$ cat src/rtl/core/wips_pkg.sv
// Shared types, register indexes and operation codes of the wheel PI speed loop.
`timescale 1ns / 1ps

package wips_pkg;

    localparam int CFG_INDEX_W = 3;
    localparam int CFG_DATA_W  = 16;
    localparam int TARGET_W    = 24;
    localparam int ERROR_W     = 25;

    // Register indexes of the configuration port.
    localparam logic [CFG_INDEX_W-1:0] REG_MAX_SPEED    = 3'd0;
    localparam logic [CFG_INDEX_W-1:0] REG_SPEED_SCALE  = 3'd1;
    localparam logic [CFG_INDEX_W-1:0] REG_INVERT_SPEED = 3'd2;
    localparam logic [CFG_INDEX_W-1:0] REG_PWM_PERIOD   = 3'd3;
    localparam logic [CFG_INDEX_W-1:0] REG_GAIN_P       = 3'd4;
    localparam logic [CFG_INDEX_W-1:0] REG_GAIN_I       = 3'd5;

    // Operation codes of an input word.
    localparam logic OP_SET_SPEED = 1'b0;
    localparam logic OP_TICK      = 1'b1;

    // Reset values of the configuration registers.
    localparam logic [14:0] MAX_SPEED_RESET   = 15'd1000;
    localparam logic [15:0] SPEED_SCALE_RESET = 16'd256;
    localparam logic [15:0] PWM_PERIOD_RESET  = 16'd1200;
    localparam logic [15:0] GAIN_P_RESET      = 16'd120;
    localparam logic [15:0] GAIN_I_RESET      = 16'd3;

    typedef struct packed {
        logic [14:0] max_speed;
        logic [15:0] speed_scale_q8;
        logic        invert_speed;
        logic [15:0] pwm_period;
        logic [15:0] gain_p;
        logic [15:0] gain_i;
    } cfg_t;

    typedef struct packed {
        logic                       direction;
        logic [TARGET_W-1:0]        target_counts;
        logic signed [ERROR_W-1:0]  last_error;
        logic [15:0]                drive;
    } loop_state_t;

    typedef struct packed {
        logic        operation;
        logic [15:0] speed;
        logic [15:0] encoder_count;
        logic        stop;
    } cmd_word_t;

    typedef struct packed {
        logic [15:0] compare_a;
        logic [15:0] compare_b;
        logic [15:0] drive_level;
    } res_word_t;

endpackage

$ cat src/rtl/core/wips_step_calc.sv
// Single-pass datapath: speed command to target, and the incremental PI tick.
`timescale 1ns / 1ps

module wips_step_calc (
    input  wips_pkg::cfg_t        cfg,
    input  wips_pkg::loop_state_t state,
    input  wips_pkg::cmd_word_t   cmd,
    output wips_pkg::loop_state_t state_next,
    output wips_pkg::res_word_t   res
);

    // Set speed path.
    logic signed [16:0] speed_ext;
    logic signed [16:0] speed_dir;
    logic [16:0]        speed_mag;
    logic [14:0]        mag_lim;
    logic [31:0]        scaled;

    // Tick path.
    logic signed [16:0] count_ext;
    logic [16:0]        enc_abs;
    logic signed [24:0] err;
    logic signed [25:0] err_diff;
    logic signed [42:0] p_term;
    logic signed [41:0] i_term;
    logic signed [43:0] acc;
    logic [15:0]        drive_new;

    assign speed_ext = $signed({cmd.speed[15], cmd.speed});
    assign speed_dir = cfg.invert_speed ? -speed_ext : speed_ext;
    assign speed_mag = speed_dir[16] ? 17'(-speed_dir) : 17'(speed_dir);
    assign mag_lim   = (speed_mag > {2'b00, cfg.max_speed}) ? cfg.max_speed : speed_mag[14:0];
    // Rounded half up: add one half of the Q8.8 unit before dropping the fraction.
    assign scaled    = 32'(mag_lim) * 32'(cfg.speed_scale_q8) + 32'd128;

    assign count_ext = $signed({cmd.encoder_count[15], cmd.encoder_count});
    assign enc_abs   = count_ext[16] ? 17'(-count_ext) : 17'(count_ext);
    assign err       = $signed({1'b0, state.target_counts}) - $signed({8'b0, enc_abs});
    assign err_diff  = 26'(err) - 26'(state.last_error);
    assign p_term    = 43'($signed({1'b0, cfg.gain_p})) * 43'(err_diff);
    assign i_term    = 42'($signed({1'b0, cfg.gain_i})) * 42'(err);
    assign acc       = 44'(p_term) + 44'(i_term) + $signed({28'b0, state.drive});

    always_comb
    begin
        if (state.target_counts == '0)
            drive_new = '0;
        else if (acc > $signed({28'b0, cfg.pwm_period}))
            drive_new = cfg.pwm_period;
        else if (acc < 0)
            drive_new = '0;
        else
            drive_new = acc[15:0];
    end

    always_comb
    begin
        state_next = state;
        res        = '0;
        if (cmd.operation == wips_pkg::OP_SET_SPEED)
        begin
            state_next.direction     = ~speed_dir[16];
            state_next.target_counts = scaled[31:8];
        end
        else if (!cmd.stop)
        begin
            state_next.last_error = err;
            state_next.drive      = drive_new;
            res.drive_level       = drive_new;
            if (state.direction)
            begin
                res.compare_a = cfg.pwm_period;
                res.compare_b = cfg.pwm_period - drive_new;
            end
            else
            begin
                res.compare_a = cfg.pwm_period - drive_new;
                res.compare_b = cfg.pwm_period;
            end
        end
    end

endmodule

$ cat src/rtl/core/wheel_incremental_pi_speed_loop.sv
// Top level of the incremental PI speed loop for one H-bridge wheel channel.
// A tick word is held in the input register until its result word is loaded out.
// Throughput: one input word per cycle while no held result stalls a tick word;
// set speed words give no result word. The loop state register is updated as a word
// advances, with a tick word in the same cycle as the result register is loaded.
// Reset clears configuration to its defaults and the loop state to zero at once.
`timescale 1ns / 1ps

module wheel_incremental_pi_speed_loop (
    input  logic                             clk,
    input  logic                             rst_n,
    input  logic                             cfg_we,
    input  logic [wips_pkg::CFG_INDEX_W-1:0] cfg_index,
    input  logic [wips_pkg::CFG_DATA_W-1:0]  cfg_data,
    input  logic                             cmd_valid,
    output logic                             cmd_stall,
    input  logic                             operation,
    input  logic [15:0]                      speed,
    input  logic [15:0]                      encoder_count,
    input  logic                             stop,
    output logic                             res_valid,
    input  logic                             res_stall,
    output logic [15:0]                      compare_a,
    output logic [15:0]                      compare_b,
    output logic [15:0]                      drive_level
);

    wips_pkg::cfg_t        cfg_reg;
    wips_pkg::loop_state_t state_reg;
    wips_pkg::loop_state_t state_next;
    wips_pkg::cmd_word_t   cmd_reg;
    wips_pkg::res_word_t   res_reg;
    wips_pkg::res_word_t   res_next;
    logic                  cmd_valid_reg;
    logic                  res_valid_reg;
    logic                  out_free;
    logic                  advance;
    logic                  load_out;
    logic                  cmd_take;

    wips_step_calc u_calc (
        .cfg        (cfg_reg),
        .state      (state_reg),
        .cmd        (cmd_reg),
        .state_next (state_next),
        .res        (res_next)
    );

    // A set speed word never needs the result register, so it moves on regardless.
    assign out_free  = !res_valid_reg || !res_stall;
    assign advance   = cmd_valid_reg &&
                       (cmd_reg.operation == wips_pkg::OP_SET_SPEED || out_free);
    assign load_out  = advance && cmd_reg.operation == wips_pkg::OP_TICK;
    assign cmd_stall = cmd_valid_reg && !advance;
    assign cmd_take  = cmd_valid && !cmd_stall;

    assign res_valid   = res_valid_reg;
    assign compare_a   = res_reg.compare_a;
    assign compare_b   = res_reg.compare_b;
    assign drive_level = res_reg.drive_level;

    always_ff @(posedge clk or negedge rst_n)
    begin
        if (!rst_n)
        begin
            cfg_reg.max_speed      <= wips_pkg::MAX_SPEED_RESET;
            cfg_reg.speed_scale_q8 <= wips_pkg::SPEED_SCALE_RESET;
            cfg_reg.invert_speed   <= 1'b0;
            cfg_reg.pwm_period     <= wips_pkg::PWM_PERIOD_RESET;
            cfg_reg.gain_p         <= wips_pkg::GAIN_P_RESET;
            cfg_reg.gain_i         <= wips_pkg::GAIN_I_RESET;
        end
        else if (cfg_we)
        begin
            unique case (cfg_index)
                wips_pkg::REG_MAX_SPEED:    cfg_reg.max_speed      <= cfg_data[14:0];
                wips_pkg::REG_SPEED_SCALE:  cfg_reg.speed_scale_q8 <= cfg_data;
                wips_pkg::REG_INVERT_SPEED: cfg_reg.invert_speed   <= cfg_data[0];
                wips_pkg::REG_PWM_PERIOD:   cfg_reg.pwm_period     <= cfg_data;
                wips_pkg::REG_GAIN_P:       cfg_reg.gain_p         <= cfg_data;
                wips_pkg::REG_GAIN_I:       cfg_reg.gain_i         <= cfg_data;
                default: ;
            endcase
        end
    end

    always_ff @(posedge clk or negedge rst_n)
    begin
        if (!rst_n)
        begin
            cmd_valid_reg <= 1'b0;
            res_valid_reg <= 1'b0;
            state_reg     <= '0;
        end
        else
        begin
            if (cmd_take)
                cmd_valid_reg <= cmd_valid;
            else if (advance)
                cmd_valid_reg <= 1'b0;

            if (advance)
                state_reg <= state_next;

            if (load_out)
                res_valid_reg <= 1'b1;
            else if (!res_stall)
                res_valid_reg <= 1'b0;
        end
    end

    always_ff @(posedge clk)
    begin
        if (cmd_take && cmd_valid)
        begin
            cmd_reg.operation     <= operation;
            cmd_reg.speed         <= speed;
            cmd_reg.encoder_count <= encoder_count;
            cmd_reg.stop          <= stop;
        end
        if (load_out)
            res_reg <= res_next;
    end

    // The input register only blocks new words while it holds one.
    a_stall_needs_word: assert property (@(posedge clk) disable iff (!rst_n)
        cmd_stall |-> cmd_valid_reg)
        else $error("input stalled with an empty input register");

    // A stopped tick yields an all-zero result word.
    a_stop_zero: assert property (@(posedge clk) disable iff (!rst_n)
        load_out && cmd_reg.stop |=> res_valid_reg && res_reg == '0)
        else $error("stopped tick gave a nonzero result word");

    // A stopped tick leaves the loop state alone.
    a_stop_holds_state: assert property (@(posedge clk) disable iff (!rst_n)
        load_out && cmd_reg.stop |=> $stable(state_reg))
        else $error("stopped tick changed the loop state");

    // With a zero target a running tick clears the drive.
    a_zero_target_drive: assert property (@(posedge clk) disable iff (!rst_n)
        load_out && !cmd_reg.stop && state_reg.target_counts == '0
        |=> state_reg.drive == '0 && res_reg.drive_level == '0)
        else $error("drive not cleared with a zero target");

endmodule
$ cat config.mk
export PLATFORM = sky130hd
export DESIGN_NAME = wheel_incremental_pi_speed_loop
export DESIGN_NICKNAME = d
export VERILOG_FILES = /design/src/rtl/core/wips_pkg.sv /design/src/rtl/core/wips_step_calc.sv /design/src/rtl/core/wheel_incremental_pi_speed_loop.sv
export SDC_FILE = /design/constraint.sdc
export NUM_CORES = 2
export LEC_CHECK = 0
export BUFFER_PORTS_ARGS = -buffer_cell sky130_fd_sc_hd__buf_2
export CAP_MARGIN = 10
export CORE_ASPECT_RATIO = 1.75
export CORE_MARGIN = 2
export CORE_UTILIZATION = 54
export CTS_CLUSTER_SIZE = 25
export DETAILED_ROUTE_END_ITERATION = 16
export GPL_ROUTABILITY_DRIVEN = 0
export PLACE_DENSITY = 0.76
export SYNTH_ARGS = -nofsm -noshare
export SYNTH_HDL_FRONTEND = slang
export SYNTH_SLANG_ARGS = --single-unit
$ cat constraint.sdc
create_clock -name clk -period 34.7 [get_ports clk]
set_clock_uncertainty 0.2 [all_clocks]
set_input_delay 3.47 -clock clk [delete_from_list [all_inputs] [get_ports clk]]
set_output_delay 3.47 -clock clk [all_outputs]
set_load 0.02 [all_outputs]
==> qor.csv <==
stage,metric,value,unit
clock_network,cts_setup_buffers,0,
drt,detail_route.wl_per_cell,22.4,µm
sta,rsz0062_at_grt,no,
setup_path,critPathRequiredTime,34.86,ns
drt,dr.pass1.iters,6,
setup_path,rr_endpoint,compare_a[14]$_SDFFCE_PP0P_,
sta,fmax,54.7,MHz
setup_path,crit_type,reg -> reg,
floorplanning,rows,152,
setup_path,rrSetupSlack,16.41,ns
synthesis,synth_cell_types,91,
sta,finalHoldViolations,0,
hold_path,whs_endpoint,cfg_reg[10]$_DFFE_PN0P_,
drt,detail_route.vias_per_cell,5.83,
final_layout,layout-drive-gt1-share,7.34,%
synthesis,synth-async-reset-ratio,64.3,%
synthesis,post-synth-top-count-cell,inv_1,
setup_path,worstSetupStartpointType,flop,
synthesis,syn_avg_cell_area,9.28,µm²
synthesis,mappedNetlistNets,7289,
drt,vias,41200,
synthesis,synth_edf_count,82,
clock_network,cts_buffers,26,
final_layout,largest_register_ffs,80,
sta,final.setup.tns,0,ns
clock_network,insertion_delay,0.61,ns
setup_path,cpMostUsedCell,fa_1,
clock_network,cts_tree,yes,
sta,finalSetupViolations,0,
clock_network,hold_buffers,0,
place,hpwl,128000,µm
grt,overflow,0,
drt,routed_wl,158000,µm
drt,drtAntennaViolNets,0,
drt,drcViolationCount,0,
synthesis,syn_inst,5761,
final_layout,fin_nets,7260,
clock_network,path_clk_slew,0.07,ns
sta,fin_crit_sh,52.7,%
grt,grt_pass1_vias,45700,
floorplanning,die_y,420,µm
floorplanning,die_area,102000,µm²
clock_network,cts.sinks,230,
clock_network,cts_resized,0,
sta,worstMarginPinSlew,1.28,ns
hold_path,hp-start,cfg_reg[10]$_DFFE_PN0P_,
grt,grt_usage,32.1,%
grt,grt_pass1_wl,248000,µm
clock_network,cts-root-buf,clkbuf_16,
place,portBuffers,107,
synthesis,netlist_area,53500,µm²
hold_path,hold_class,reg -> reg,
floorplanning,die_width,242,µm
synthesis,ys_top_cells_by_area,"fa_1, inv_1, ha_1, dfrtp_1, nand2_1",
clock_network,htree_num_levels,1,
status,status,completed,
flow_run,maxCapViolCount,0,
setup_path,rr_worst_depth,61,
setup_path,critPathMaxStageDelay,0.99,ns
hold_path,hold_depth,1,
setup_path,path_max_fanout,23,
setup_path,cp-end-kind,flop,
grt,antenna_found_initial,5,
sta,drv_slew,0,
synthesis,yosysTopAreaCell,fa_1,
drt,drt_iter0_drc,2488,
floorplanning,core_area,98100,µm²
synthesis,synth.ff_latch_count,230,
setup_path,cp_slowest_cell,o21ai_0,
setup_path,arrival,18.45,ns
floorplanning,initial_utilization,54.5,%
synthesis,synth_top_area_share,40.7,%
floorplanning,pin_count,108,
final_layout,fillCellCount,8588,
grt,grt_max_degree,63,
synthesis,synthTopCellsByCount,"inv_1, fa_1, nand2_1",
synthesis,ys_seq_area_share,11.6,%
setup_path,rr_startpoint,cmd_reg[2]$_DFFE_PP_,
synthesis,synth_warnings,0,
sta,period_minus_slack,18.29,ns
sta,max-slew-margin-rel,13.4,%
clock_network,clockBufferDepth,3,
final_layout,area_growth,5.40,%
synthesis,yosys_most_used_dff,dfrtp_1,
## critical path: cells and delay by family (launching register included)
family / cells / cell delay, ns
XOR/XNOR: 2 / 1.05
multiplexers: 2 / 0.58
buffers and inverters: 8 / 1.36
adder cells (fa/ha/maj): 14 / 5.90
AO/OA/AOI/OAI: 29 / 7.60
AND/OR/NAND/NOR: 6 / 0.89
flip-flops: 1 / 0.40
## cell usage in the layout, fill, tap and decap left out, types with 15 or more instances in the layout
cell type	count
and2_1	399
o21a_1	15
nor3b_1	27
nor3_1	32
o211ai_1	21
xnor2_1	72
clkbuf_16	26
buf_4	97
inv_1	1288
a21o_1	47
nor2_1	123
and3_1	40
ha_1	384
o31ai_1	15
xor2_1	69
nand4_1	25
or4_1	23
dfstp_2	17
nand2_1	713
nand3_1	50
buf_2	106
dfrtp_1	129
a211oi_1	18
o21ai_0	123
fa_1	1086
nor2b_1	107
nand2b_1	60
a31oi_1	36
mux2i_1	52
nor4_1	21
o2111ai_1	17
a21oi_1	116
edfxtp_1	82
mux2_2	85
or2_2	21
## layout make-up
cell class / instances / area (µm²) / share of cell area [%]
Multi-Input combinational cell: 3982 / 41500 / 73.7
Sequential cell: 230 / 6190 / 11.0
Inverter: 1288 / 4830 / 8.58
Tap cell: 1309 / 1640 / 2.91
Timing Repair Buffer: 204 / 1270 / 2.25
Clock buffer: 29 / 672 / 1.19
Clock inverter: 19 / 220 / 0.391
Antenna cell: 4 / 10.0 / 0.0178
## layer usage
metal	routed length, µm	track usage [%]	vias up
met5	22	0	-
met1	48200	31.4	20800
met2	82600	59.1	1904
met3	10500	4.97	911
li1	-	-	17500
met4	16700	27.7	4
## per-stage QoR
stage / utilization, % / setup WS (ns) / instance area [µm²] / cells / hold slack [ns]
floorplan: - / 18.74 / 53500 / 5761 / 0.256
global placement: 56.5 / 17.27 / 55500 / 7013 / 0.273
detailed placement: 56.5 / 16.82 / 55500 / 7013 / 0.295
CTS: 57.4 / 16.78 / 56400 / 7061 / 0.310
global route: 57.4 / 15.39 / 56400 / 7061 / 0.316
finish: 57.4 / 16.41 / 56400 / 7065 / 0.307
## cell families (layout without fill, tap and decap cells)
group,after synthesis,in the layout,synth area share (%)
flip-flops,230,230,11.6
AO/OA/AOI/OAI,540,540,6.73
AND/OR/NAND/NOR,1688,1688,16.0
XOR/XNOR,142,142,2.33
other,1,5,0.00701
adder cells (fa/ha/maj),1470,1470,49.6
multiplexers,141,141,2.88
buffers and inverters,1549,1540,10.9
## worst max-delay path by stage
stage	start	to	depth (start not counted)	slack [ns]
final	cmd_reg[2]$_DFFE_PP_	compare_a[14]$_SDFFCE_PP0P_	61	16.41
after global placement	cmd_reg[1]$_DFFE_PP_	compare_a[14]$_SDFFCE_PP0P_	62	17.27
after detailed placement	cmd_reg[1]$_DFFE_PP_	compare_a[14]$_SDFFCE_PP0P_	62	16.82
after global routing	cmd_reg[1]$_DFFE_PP_	compare_a[14]$_SDFFCE_PP0P_	61	15.39
after CTS	cmd_reg[2]$_DFFE_PP_	compare_a[14]$_SDFFCE_PP0P_	62	16.78
after floorplan	cmd_reg[3]$_DFFE_PP_	compare_a[14]$_SDFFCE_PP0P_	67	18.74
Power is left out: the tool's default activity adds up to more than one toggle a clock period on the data nets, which glitch-free logic cannot reach.
